`config.mk`:
```
export PLATFORM = sky130hd
export DESIGN_NAME = three_class_priority_queue_top
export DESIGN_NICKNAME = d
export VERILOG_FILES = /design/src/rtl/tcpq_pkg.sv /design/src/rtl/tcpq_cell.sv /design/src/rtl/three_class_priority_queue_top.sv
export SDC_FILE = /design/constraint.sdc
export NUM_CORES = 2
export LEC_CHECK = 0
export ABC_AREA = 1
export BUFFER_PORTS_ARGS = -buffer_cell sky130_fd_sc_hd__buf_2
export CORE_AREA = 2 2 469 471
export CTS_CLUSTER_DIAMETER = 200
export DETAILED_ROUTE_END_ITERATION = 6
export DIE_AREA = 0 0 471 473
export GPL_ROUTABILITY_DRIVEN = 0
export PLACE_DENSITY = 0.48
export SLEW_MARGIN = 10
export SYNTH_ARGS = -nofsm -noshare
export SYNTH_HDL_FRONTEND = slang
export SYNTH_SLANG_ARGS = --single-unit
```
`constraint.sdc`:
```
create_clock -name clock -period 5.4 [get_ports clock]
set_input_delay 0.27 -clock clock [delete_from_list [all_inputs] [get_ports clock]]
set_output_delay 0.27 -clock clock [all_outputs]
set_load 0.03 [all_outputs]
```
`src/rtl/tcpq_pkg.sv`:
```
// ----------------------------------------------------------------------------
// Three-class priority queue package
// Shared types, codes and default sizes for the queue and its storage cells.
// ----------------------------------------------------------------------------
package tcpq_pkg;

   localparam int DEPTH_DEFAULT         = 32;
   localparam int PAYLOAD_WIDTH_DEFAULT = 32;

   localparam logic [1:0] CLASS_LOWEST = 2'd2;

   typedef enum logic {
      CMD_ENQUEUE = 1'b0,
      CMD_DEQUEUE = 1'b1
   } command_type;

   typedef enum logic [1:0] {
      ST_DONE  = 2'd0,
      ST_FULL  = 2'd1,
      ST_EMPTY = 2'd2
   } status_type;

   typedef struct packed {
      command_type command;
      logic [31:0] payload;
      logic [1:0]  item_class;
   } req_type;

   typedef struct packed {
      status_type  status;
      logic [31:0] head_payload;
      logic [1:0]  head_class;
      logic [5:0]  occupancy;
   } rsp_type;

   // Operation broadcast to every cell of the chain.
   typedef struct packed {
      logic       enq;
      logic       deq;
      logic [1:0] item_class;
   } cell_ctrl_type;

endpackage

```
`src/rtl/tcpq_cell.sv`:
```
// ----------------------------------------------------------------------------
// Priority queue storage cell
// Holds one entry and, each cycle, keeps it, takes the new entry, takes the
// entry of its upstream neighbour (insert) or of its downstream neighbour
// (remove).
// ----------------------------------------------------------------------------
module tcpq_cell #(
   parameter int PAYLOAD_WIDTH = tcpq_pkg::PAYLOAD_WIDTH_DEFAULT,
   parameter int CNT_W         = 6,
   parameter int INDEX         = 0
) (
   input  logic                      clock,
   input  tcpq_pkg::cell_ctrl_type   ctrl,
   input  logic [PAYLOAD_WIDTH-1:0]  new_payload,
   input  logic [CNT_W-1:0]          count,
   input  logic                      prev_keep,
   input  logic [PAYLOAD_WIDTH-1:0]  prev_payload,
   input  logic [1:0]                prev_class,
   input  logic [PAYLOAD_WIDTH-1:0]  next_payload,
   input  logic [1:0]                next_class,
   output logic                      keep,
   output logic [PAYLOAD_WIDTH-1:0]  payload,
   output logic [1:0]                entry_class
);

   localparam logic [CNT_W-1:0] POS = CNT_W'(INDEX);

   logic [PAYLOAD_WIDTH-1:0] payload_ff, payload_in;
   logic [1:0]               class_ff, class_in;

   // An occupied entry of equal or higher class stays where it is.
   assign keep = (POS < count) && (class_ff <= ctrl.item_class);

   always_comb begin
      payload_in = payload_ff;
      class_in   = class_ff;
      if (ctrl.deq) begin
         payload_in = next_payload;
         class_in   = next_class;
      end else if (ctrl.enq && !keep) begin
         if (prev_keep) begin
            payload_in = new_payload;
            class_in   = ctrl.item_class;
         end else begin
            payload_in = prev_payload;
            class_in   = prev_class;
         end
      end
   end

   always_ff @(posedge clock) begin
      payload_ff <= payload_in;
      class_ff   <= class_in;
   end

   assign payload     = payload_ff;
   assign entry_class = class_ff;

endmodule

```
`src/rtl/three_class_priority_queue_top.sv`:
```
// ----------------------------------------------------------------------------
// Three-class priority queue
// Bounded, stable priority queue built as a chain of storage cells.
// ----------------------------------------------------------------------------
// A transaction accepted at one edge has its result on rsp_data, with
// rsp_strobe high, for the following cycle only, and busy is never raised,
// so a new transaction may be issued every cycle. Each cell compares its own
// class with the incoming one, and the entries move one step along the chain
// when the command is accepted.
// ----------------------------------------------------------------------------
module three_class_priority_queue_top #(
   parameter int DEPTH         = tcpq_pkg::DEPTH_DEFAULT,
   parameter int PAYLOAD_WIDTH = tcpq_pkg::PAYLOAD_WIDTH_DEFAULT
) (
   input  logic              clock,
   input  logic              reset,
   input  logic              start,
   output logic              busy,
   input  tcpq_pkg::req_type req_data,
   output logic              rsp_strobe,
   output tcpq_pkg::rsp_type rsp_data
);

   localparam int CNT_W = $clog2(DEPTH + 1);
   localparam logic [CNT_W-1:0] FULL_COUNT = CNT_W'(DEPTH);

   logic                    accept;
   logic                    is_full, is_empty;
   logic [1:0]              cls;
   tcpq_pkg::cell_ctrl_type ctrl;
   logic [CNT_W-1:0]        count_ff, count_in;
   logic                    strobe_ff, strobe_in;
   tcpq_pkg::rsp_type       rsp_ff, rsp_in;
   logic [PAYLOAD_WIDTH-1:0] new_payload;
   logic [31:0]              head_payload;

   logic                     keep_w    [DEPTH];
   logic [PAYLOAD_WIDTH-1:0] payload_w [DEPTH];
   logic [1:0]               class_w   [DEPTH];

   assign busy     = 1'b0;
   assign accept   = start && !busy;
   assign is_full  = (count_ff == FULL_COUNT);
   assign is_empty = (count_ff == '0);
   assign cls      = (req_data.item_class > tcpq_pkg::CLASS_LOWEST) ?
                     tcpq_pkg::CLASS_LOWEST : req_data.item_class;

   generate
      if (PAYLOAD_WIDTH >= 32) begin : g_wide
         assign new_payload  = PAYLOAD_WIDTH'(req_data.payload);
         assign head_payload = payload_w[0][31:0];
      end else begin : g_narrow
         assign new_payload  = req_data.payload[PAYLOAD_WIDTH-1:0];
         assign head_payload = 32'(payload_w[0]);
      end
   endgenerate

   assign ctrl.enq = accept && (req_data.command == tcpq_pkg::CMD_ENQUEUE) && !is_full;
   assign ctrl.deq = accept && (req_data.command == tcpq_pkg::CMD_DEQUEUE) && !is_empty;
   assign ctrl.item_class = cls;

   genvar i;
   generate
      for (i = 0; i < DEPTH; i++) begin : g_cell
         logic                     prev_keep;
         logic [PAYLOAD_WIDTH-1:0] prev_payload, next_payload;
         logic [1:0]               prev_class, next_class;

         if (i == 0) begin : g_first
            assign prev_keep    = 1'b1;
            assign prev_payload = '0;
            assign prev_class   = '0;
         end else begin : g_mid
            assign prev_keep    = keep_w[i-1];
            assign prev_payload = payload_w[i-1];
            assign prev_class   = class_w[i-1];
         end

         if (i == DEPTH - 1) begin : g_last
            assign next_payload = '0;
            assign next_class   = '0;
         end else begin : g_inner
            assign next_payload = payload_w[i+1];
            assign next_class   = class_w[i+1];
         end

         tcpq_cell #(
            .PAYLOAD_WIDTH (PAYLOAD_WIDTH),
            .CNT_W         (CNT_W),
            .INDEX         (i)
         ) u_cell (
            .clock        (clock),
            .ctrl         (ctrl),
            .new_payload  (new_payload),
            .count        (count_ff),
            .prev_keep    (prev_keep),
            .prev_payload (prev_payload),
            .prev_class   (prev_class),
            .next_payload (next_payload),
            .next_class   (next_class),
            .keep         (keep_w[i]),
            .payload      (payload_w[i]),
            .entry_class  (class_w[i])
         );
      end
   endgenerate

   always_comb begin
      count_in  = count_ff;
      strobe_in = accept;
      rsp_in    = rsp_ff;
      if (ctrl.enq) begin
         count_in = count_ff + 1'b1;
      end else if (ctrl.deq) begin
         count_in = count_ff - 1'b1;
      end
      if (accept) begin
         rsp_in.status       = tcpq_pkg::ST_DONE;
         rsp_in.head_payload = '0;
         rsp_in.head_class   = '0;
         if (req_data.command == tcpq_pkg::CMD_ENQUEUE) begin
            if (is_full) begin
               rsp_in.status = tcpq_pkg::ST_FULL;
            end
         end else if (is_empty) begin
            rsp_in.status = tcpq_pkg::ST_EMPTY;
         end else begin
            rsp_in.head_class   = class_w[0];
            rsp_in.head_payload = head_payload;
         end
         rsp_in.occupancy = 6'(count_in);
      end
   end

   always_ff @(posedge clock) begin
      if (reset) begin
         count_ff  <= '0;
         strobe_ff <= 1'b0;
      end else begin
         count_ff  <= count_in;
         strobe_ff <= strobe_in;
      end
      rsp_ff <= rsp_in;
   end

   assign rsp_strobe = strobe_ff;
   assign rsp_data   = rsp_ff;

   // The entry count can never pass the queue depth.
   a_count_bounded: assert property (@(posedge clock) disable iff (reset)
      count_ff <= FULL_COUNT)
      else $error("entry count exceeds queue depth");

   // Every accepted transaction yields a result in the next cycle.
   a_result_follows: assert property (@(posedge clock) disable iff (reset)
      accept |=> rsp_strobe)
      else $error("accepted transaction produced no result");

   // A successful enqueue grows the count by exactly one.
   a_enqueue_count: assert property (@(posedge clock) disable iff (reset)
      ctrl.enq |=> (count_ff == $past(count_ff) + 1'b1))
      else $error("enqueue did not advance the count");

   // A dequeue on an empty queue reports empty and returns nothing.
   a_empty_dequeue: assert property (@(posedge clock) disable iff (reset)
      (accept && req_data.command == tcpq_pkg::CMD_DEQUEUE && is_empty) |=>
      (rsp_data.status == tcpq_pkg::ST_EMPTY && rsp_data.head_payload == '0
       && rsp_data.head_class == '0))
      else $error("empty dequeue reported wrongly");

endmodule

```
# Word level (Yosys, flattened, before mapping)
# Cells that the tools add are included.
[word_totals]
latchBits = 0
mem_bits_ro = 0
ram_bits = 0
reg_bits = 1137
wordCells = 466
memories = 0
[op_classes]
n_shift = 0
div = 0
muxes = 192
bitwise_logic = 1
addsub = 2
reduce_logical = 135
n_eq_ne = 1
n_lt_le_gt_ge = 65
n_mul = 0
[op_table]
columns = ["op", "count"]
rows = [
  ["32-bit 2-to-1 mux", 93],
  ["2-bit 2-to-1 mux", 96],
  ["5-bit by 6-bit less-than comparator with 1-bit output, first input constant", 16],
  ["1-bit logical AND", 68],
  ["2-bit less-or-equal comparator", 32],
  ["2-bit nonzero test", 31],
  ["4-bit by 6-bit less-than comparator with 1-bit output, first input constant", 8],
  ["1-bit zero test", 34],
  ["3-bit by 6-bit less-than comparator with 1-bit output, first input constant", 4],
  ["1-bit by 6-bit less-than comparator with 1-bit output, first input constant", 2],
  ["2-bit by 6-bit less-than comparator with 1-bit output, first input constant", 2],
  ["6-bit 2-to-1 mux", 2],
  ["6-bit by 1-bit adder with 6-bit output, second input constant", 1],
  ["6-bit == test, second input constant", 1],
  ["6-bit zero test", 1],
  ["6-bit by 1-bit subtractor with 6-bit output, second input constant", 1],
  ["2-bit > comparator, second input constant", 1],
  ["2-bit OR reduction", 1],
  ["1-bit 2-to-1 mux", 1],
  ["1-bit inverter", 1],
]

# Depth between registers and ports, before layout
[logic_depth]
depth_word = 8
ltp_mapped = 14

# Cells and area by module
# Synthesis repeated with hierarchy kept, for this count alone.
[unflattened]
cells_unflattened = 6736
hier_area_um2 = 61297.5
[modules_own_cells]
columns = ["mod", "seq_area_each_um2", "area_per_inst_um2", "n_inst", "cells_per_inst"]
rows = [
  ["tcpq_cell at g_cell[0].u_cell ...", 1021.0, 1848.0, 6, 204],
  ["tcpq_cell at g_cell[13].u_cell ...", 1021.0, 1844.3, 4, 203],
  ["tcpq_cell at g_cell[11].u_cell ...", 1021.0, 1843.0, 3, 203],
  ["tcpq_cell at g_cell[24].u_cell ...", 1021.0, 1855.5, 2, 206],
  ["tcpq_cell at g_cell[14].u_cell ...", 1021.0, 1851.8, 2, 204],
  ["tcpq_cell at g_cell[10].u_cell ...", 1021.0, 1850.5, 2, 204],
  ["tcpq_cell at g_cell[28].u_cell ...", 1021.0, 1845.5, 2, 202],
  ["three_class_priority_queue_top", 1401.3, 2117.0, 1, 205],
  ["tcpq_cell at g_cell[22].u_cell", 1021.0, 1866.8, 1, 209],
  ["tcpq_cell at g_cell[12].u_cell", 1021.0, 1865.5, 1, 208],
  ["tcpq_cell at g_cell[20].u_cell", 1021.0, 1863.0, 1, 208],
  ["tcpq_cell at g_cell[25].u_cell", 1021.0, 1861.8, 1, 208],
  ["tcpq_cell at g_cell[16].u_cell", 1021.0, 1859.3, 1, 206],
  ["tcpq_cell at g_cell[26].u_cell", 1021.0, 1858.0, 1, 206],
  ["+5 rows", "--", "--", "--", "--"],
]

# Least setup slack after synthesis
# OpenSTA, ideal clock, no wires.
[synth_path]
kind = "in2reg"
from = "input port req_data[1] (netlist name)"
to = "register g_cell[17].u_cell.class_ff[0], enable pin"
stages = 9
setup_ps = 472
required_ps = 4928
t_arrival_ps = 4808
slack_ps = 120
path_cell_list = "inv_2 -> clkbuf_1 -> ha_1 -> nand2_1 -> nand3_1 -> nand2_1 -> nor2_2 -> buf_2 -> o21ai_0"
[synth_between]
elab_chain_cells = 7
[synth_rtl]
columns = ["item", "line", "source"]
rows = [
  ["start: declaration", "three_class_priority_queue_top.sv:19", "input tcpq_pkg::req_type req_data,"],
  ["2-bit > comparator", "three_class_priority_queue_top.sv:45", "assign cls = (req_data.item_class > tcpq_pkg::CLASS_LOWEST) ?"],
  ["2-bit 2-to-1 mux (*)", "three_class_priority_queue_top.sv:45", ""],
  ["2-bit less-or-equal comparator (*)", "tcpq_cell.sv:32", "assign keep = (POS < count) && (class_ff <= ctrl.item_class);"],
  ["1-bit logical AND (*)", "tcpq_cell.sv:32", ""],
  ["1-bit zero test (*)", "tcpq_cell.sv:40", "end else if (ctrl.enq && !keep) begin"],
  ["1-bit logical AND (*)", "tcpq_cell.sv:40", ""],
  ["2-bit nonzero test (no line) (*)", "--", ""],
  ["end signal: assignment", "tcpq_cell.sv:53", "class_ff <= class_in;"],
  ["end: declaration", "tcpq_cell.sv:29", "logic [1:0] class_ff, class_in;"],
]
# Every way passes the cells marked *; elsewhere a longest branch is shown, timed or not.
# A chain may end at the register's enable or synchronous reset.

# Worst setup path after layout
[layout_path]
from = "register count_ff[1]"
to = "register g_cell[10].u_cell.payload_ff[11] (data pin)"
[layout_between]
elab_chain_cells = 5
word_cells_on_any_way = 8
[layout_rtl]
columns = ["item", "line", "source"]
rows = [
  ["start: declaration", "three_class_priority_queue_top.sv:31", "logic [CNT_W-1:0] count_ff, count_in;"],
  ["start signal: assignment", "three_class_priority_queue_top.sv:140", "count_ff <= count_in;"],
  ["4-bit by 6-bit less-than comparator with 1-bit output", "tcpq_cell.sv:32", ""],
  ["1-bit logical AND", "tcpq_cell.sv:32", ""],
  ["32-bit 2-to-1 mux", "tcpq_cell.sv:41", "if (prev_keep) begin"],
  ["32-bit 2-to-1 mux", "tcpq_cell.sv:40", ""],
  ["32-bit 2-to-1 mux (*)", "tcpq_cell.sv:37", "if (ctrl.deq) begin"],
  ["net g_cell[10].u_cell.payload_in[11]", "tcpq_cell.sv:28", "logic [PAYLOAD_WIDTH-1:0] payload_ff, payload_in;"],
  ["end signal: assignment", "tcpq_cell.sv:52", "payload_ff <= payload_in;"],
  ["end: declaration", "tcpq_cell.sv:28", ""],
]
# The timed path passes the listed nets; every way through them passes the cells marked *. The select of a mux whose other input is x is not followed.

==> run_results.csv <==
group,metric,value,unit
route,antenna_left,0,
power_and_ir_drop,power_frac_comb,30.0,%
global_routing,grt_pass1_wl,354,mm
die,core_area,218000,µm²
setup_path,slowest_delay,0.89,ns
synthesis,synth.area.mux_share,0,%
timing,worst_pin_slew,1.23,ns
clocking,clkSinkCount,1137,
setup_path,cp-end-kind,"flop",
timing,setup_violations,0,
synthesis,ys_seq_elements,1137,
synthesis,synth-compound-area-share,5.58,%
synthesis,async_flop_share,0,%
setup_path,worst_path_max_delay_cell,"buf_4",
cells_and_area,fin_cells,10900,
synthesis,synth_simple_gate_area_share,32.5,%
die,die_x,471,µm
timing,max_freq,251,MHz
cells_and_area,utilization,32.8,%
route,wl,237,mm
die,fp.dieH,473,µm
die,start_util,29.8,%
synthesis,synth_adder_area_share,0.694,%
synthesis,yosysWarnings,0,
timing,slew_headroom,18.1,%
timing,period_needed,3.98,ns
placement,portBuffers,80,
power_and_ir_drop,p_switching,12.2,mW
cells_and_area,fillerInstances,23400,
clocking,path_clk_slew,0.06,ns
timing,fin_crit_sh,73.7,%
setup_path,crit_top_cell,"buf_4",
setup_path,critPathTopFamily,"buffers and inverters",
clocking,clkLatencyLatePin,0.81,ns
setup_path,path_cells,"inv_1, ha_1, nand3_4, nand2_8, buf_4, buf_4, nand3_1, nand2_1",
route,firstDrtPassIters,6,
cells_and_area,layout-drive-gt1-share,6.34,%
power_and_ir_drop,p_per_area,457,nW/µm²
timing,rsz0062_at_grt,"no",
setup_path,cp.arrival,4.63,ns
synthesis,ys_types,36,
synthesis,yosysSeqAreaShare,52.0,%
die,rows,172,
synthesis,syn_area,64900,µm²
setup_path,worstSetupPathType,"reg -> reg",
die,dieArea,223000,µm²
synthesis,synth_top_family_by_area,"simple AND/OR/NAND/NOR gates",
clocking,cts_tree,"yes",
synthesis,synth_ff_type,"edfxtp_1",
placement,place_hpwl,150,mm
power_and_ir_drop,p_sw_share,37.4,%
setup_path,cp-start-kind,"flop",
power_and_ir_drop,seqPwrFrac,42.4,%
route,wire_per_inst,21.8,µm
timing,hold_viol,0,
run,maxCapViolCount,0,
cells_and_area,area_delta_synth_final,10.4,%
timing,setup-tns-final,0,ns
clocking,cts_buffers,141,
clocking,cts_max_path_buffers,3,
placement,place_inst,10600,
setup_path,cp.required,6.05,ns
clocking,cts-root-buf,"clkbuf_16",
synthesis,synth_edf_count,1096,
status,outcome,"finished, final reports clean",
setup_path,crit_buf_inv,3,
synthesis,syn-num-nets,8261,
worst_hold_path,hold_path.class,"in -> reg",
global_routing,grt_pass1_vias,55100,
global_routing,grt_max_degree,210,
power_and_ir_drop,power.total,32.8,mW
power_and_ir_drop,peakVddDrop,0.363,mV
route,drt_iter0_markers,6358,
global_routing,grt_usage,20.6,%
power_and_ir_drop,pwr-share-clk,27.6,%
route,drc,0,
timing,slew_violations,0,
power_and_ir_drop,p_int,20.5,mW
placement,place_area,67100,µm²
global_routing,antenna_found_initial,3,
die,ios,82,
clocking,htree_num_levels,4,
synthesis,synth_xor_area_share,0,%
timing,clock_skew,0.0386,ns
synthesis,synth_area_per_cell,7.93,µm²
synthesis,syn_inst,8187,
route,vias_per_cell,5.21,
global_routing,grt_remaining_overflow,0,
cells_and_area,stdcell_area,71700,µm²
setup_path,crit_fanout,102,
power_and_ir_drop,leakage,32.0,nW
cells_and_area,layout.nets,7982,
route,route.vias.total,56700,
==> power groups by stage <==
stage | Sequential, mW | Clock (mW) | Combinational, mW
finish | 13.9 | 9.05 | 9.82
global route | 14.1 | 9.52 | 11.0
CTS | 13.9 | 9.21 | 9.80
detailed placement | 14.0 | 0 | 9.74
global placement | 14.0 | 0 | 9.58
floorplan | 13.6 | 0 | 6.87
==> sequential cells by signal, indices dropped and copies added (netlist names) <==
name / flops
g_cell.u_cell.payload: 1024
g_cell.u_cell.entry_class: 64
rsp_data: 42
count_ff: 6
rsp_strobe: 1
==> stage by stage <==
stage / setup WS [ns] / hold slack [ns]
4_1_cts: 1.42 / 0.113
2_1_floorplan: 0.120 / 0.339
6_report: 1.42 / 0.138
5_1_grt: 1.15 / 0.168
3_3_place_gp: 1.27 / 0.502
3_5_place_dp: 1.23 / 0.517
==> layer usage <==
metal | GRT usage [%] | up-vias | wire length, µm | share of wire [%]
li1 | - | 26400 | - | -
met1 | 28.7 | 27800 | 105000 | 44
met2 | 32.8 | 2131 | 109000 | 46
met3 | 3.10 | 383 | 16400 | 6.9
met4 | 6.39 | 0 | 7280 | 3.1
met5 | 0 | - | 0 | 0
==> cell families after synthesis <==
logic type	after synthesis
AO/OA/AOI/OAI	662
adder cells (fa/ha/maj)	36
buffers and inverters	1426
flip-flops	1137
other	1
AND/OR/NAND/NOR	4925
==> area by class of cell <==
| type | instances | area (µm²) | share of cell area [%] |
|---|---|---|---|
| Multi-Input combinational cell | 5624 | 25400 | 35.4 |
| Sequential cell | 1137 | 33700 | 47.1 |
| Inverter | 768 | 2890 | 4.03 |
| Clock buffer | 195 | 3850 | 5.37 |
| Clock inverter | 50 | 380 | 0.531 |
| Tap cell | 2871 | 3590 | 5.01 |
| Timing Repair Buffer | 236 | 1840 | 2.57 |
| Antenna cell | 3 | 7.51 | 0.0105 |
==> worst reg2reg max path: stages, from the launching register on <==
cell,delay [ns]
dfxtp_1,0.34
inv_1,0.19
ha_1,0.56
nand3_4,0.24
nand2_8,0.33
buf_4,0.90
buf_4,0.96
nand3_1,0.23
nand2_1,0.09
==> worst paths after layout <==
kind	from	to	slack [ns]	cells after the start
worst max-delay path	count_ff[1]	g_cell[10].u_cell.payload[11]	1.42	8
worst min-delay path	req_data[0]	g_cell[31].u_cell.entry_class[0]	0.14	7
worst max register to register	count_ff[1]	g_cell[10].u_cell.payload[11]	1.42	8
worst min register to register	g_cell[31].u_cell.payload[31]	g_cell[31].u_cell.payload[31]	0.53	4
==> cell usage after synthesis (3+ instances only) <==
cell type / count / area [µm²]
nand3_4: 6 / 105
buf_1: 21 / 78.8
a31oi_1: 6 / 37.5
buf_4: 59 / 443
o21ai_0: 428 / 2140
ha_1: 36 / 450
buf_6: 12 / 135
nand3b_1: 3 / 22.5
nand4_1: 440 / 2750
o21bai_1: 101 / 758
nand3_2: 26 / 260
inv_1: 759 / 2850
o21ai_1: 113 / 566
buf_2: 276 / 1380
clkbuf_1: 289 / 1080
nand2_1: 3382 / 12700
nand3_1: 886 / 4430
edfxtp_1: 1096 / 32900
nor2_1: 152 / 571
nor2_4: 9 / 101
dfxtp_1: 41 / 821
nand2_2: 12 / 75.1
a21oi_1: 5 / 25.0
inv_2: 7 / 26.3
o21ai_2: 4 / 35.0
==> placed cells by master, fill, tap and decap left out, types with 4 or more instances in the layout <==
| master | count |
|---|---|
| nand4_1 | 440 |
| o21ai_1 | 109 |
| a31oi_4 | 6 |
| clkinv_2 | 13 |
| buf_4 | 107 |
| inv_1 | 727 |
| dfxtp_1 | 41 |
| dlygate4sd3_1 | 35 |
| o21ai_2 | 14 |
| clkbuf_16 | 145 |
| buf_2 | 80 |
| o21ai_0 | 420 |
| nand3_4 | 6 |
| clkbuf_1 | 47 |
| nand3_1 | 884 |
| o21ai_4 | 4 |
| nand3_2 | 28 |
| clkinv_8 | 4 |
| nand2_1 | 3377 |
| o21bai_1 | 101 |
| buf_12 | 13 |
| ha_1 | 36 |
| nand2_2 | 16 |
| clkinv_1 | 25 |
| a21oi_1 | 5 |
| inv_6 | 5 |
| nor2_1 | 151 |
| nor2_4 | 9 |
| inv_2 | 38 |
| edfxtp_1 | 1096 |
==> repair_timing <==
action                                 4_1_cts  5_1_grt
resized for setup                            0        0
buffers inserted                             0        0
hold buffers                                35        0
endpoints found under the hold margin       76        0
No activity file was read; power rests on OpenSTA's default activity.
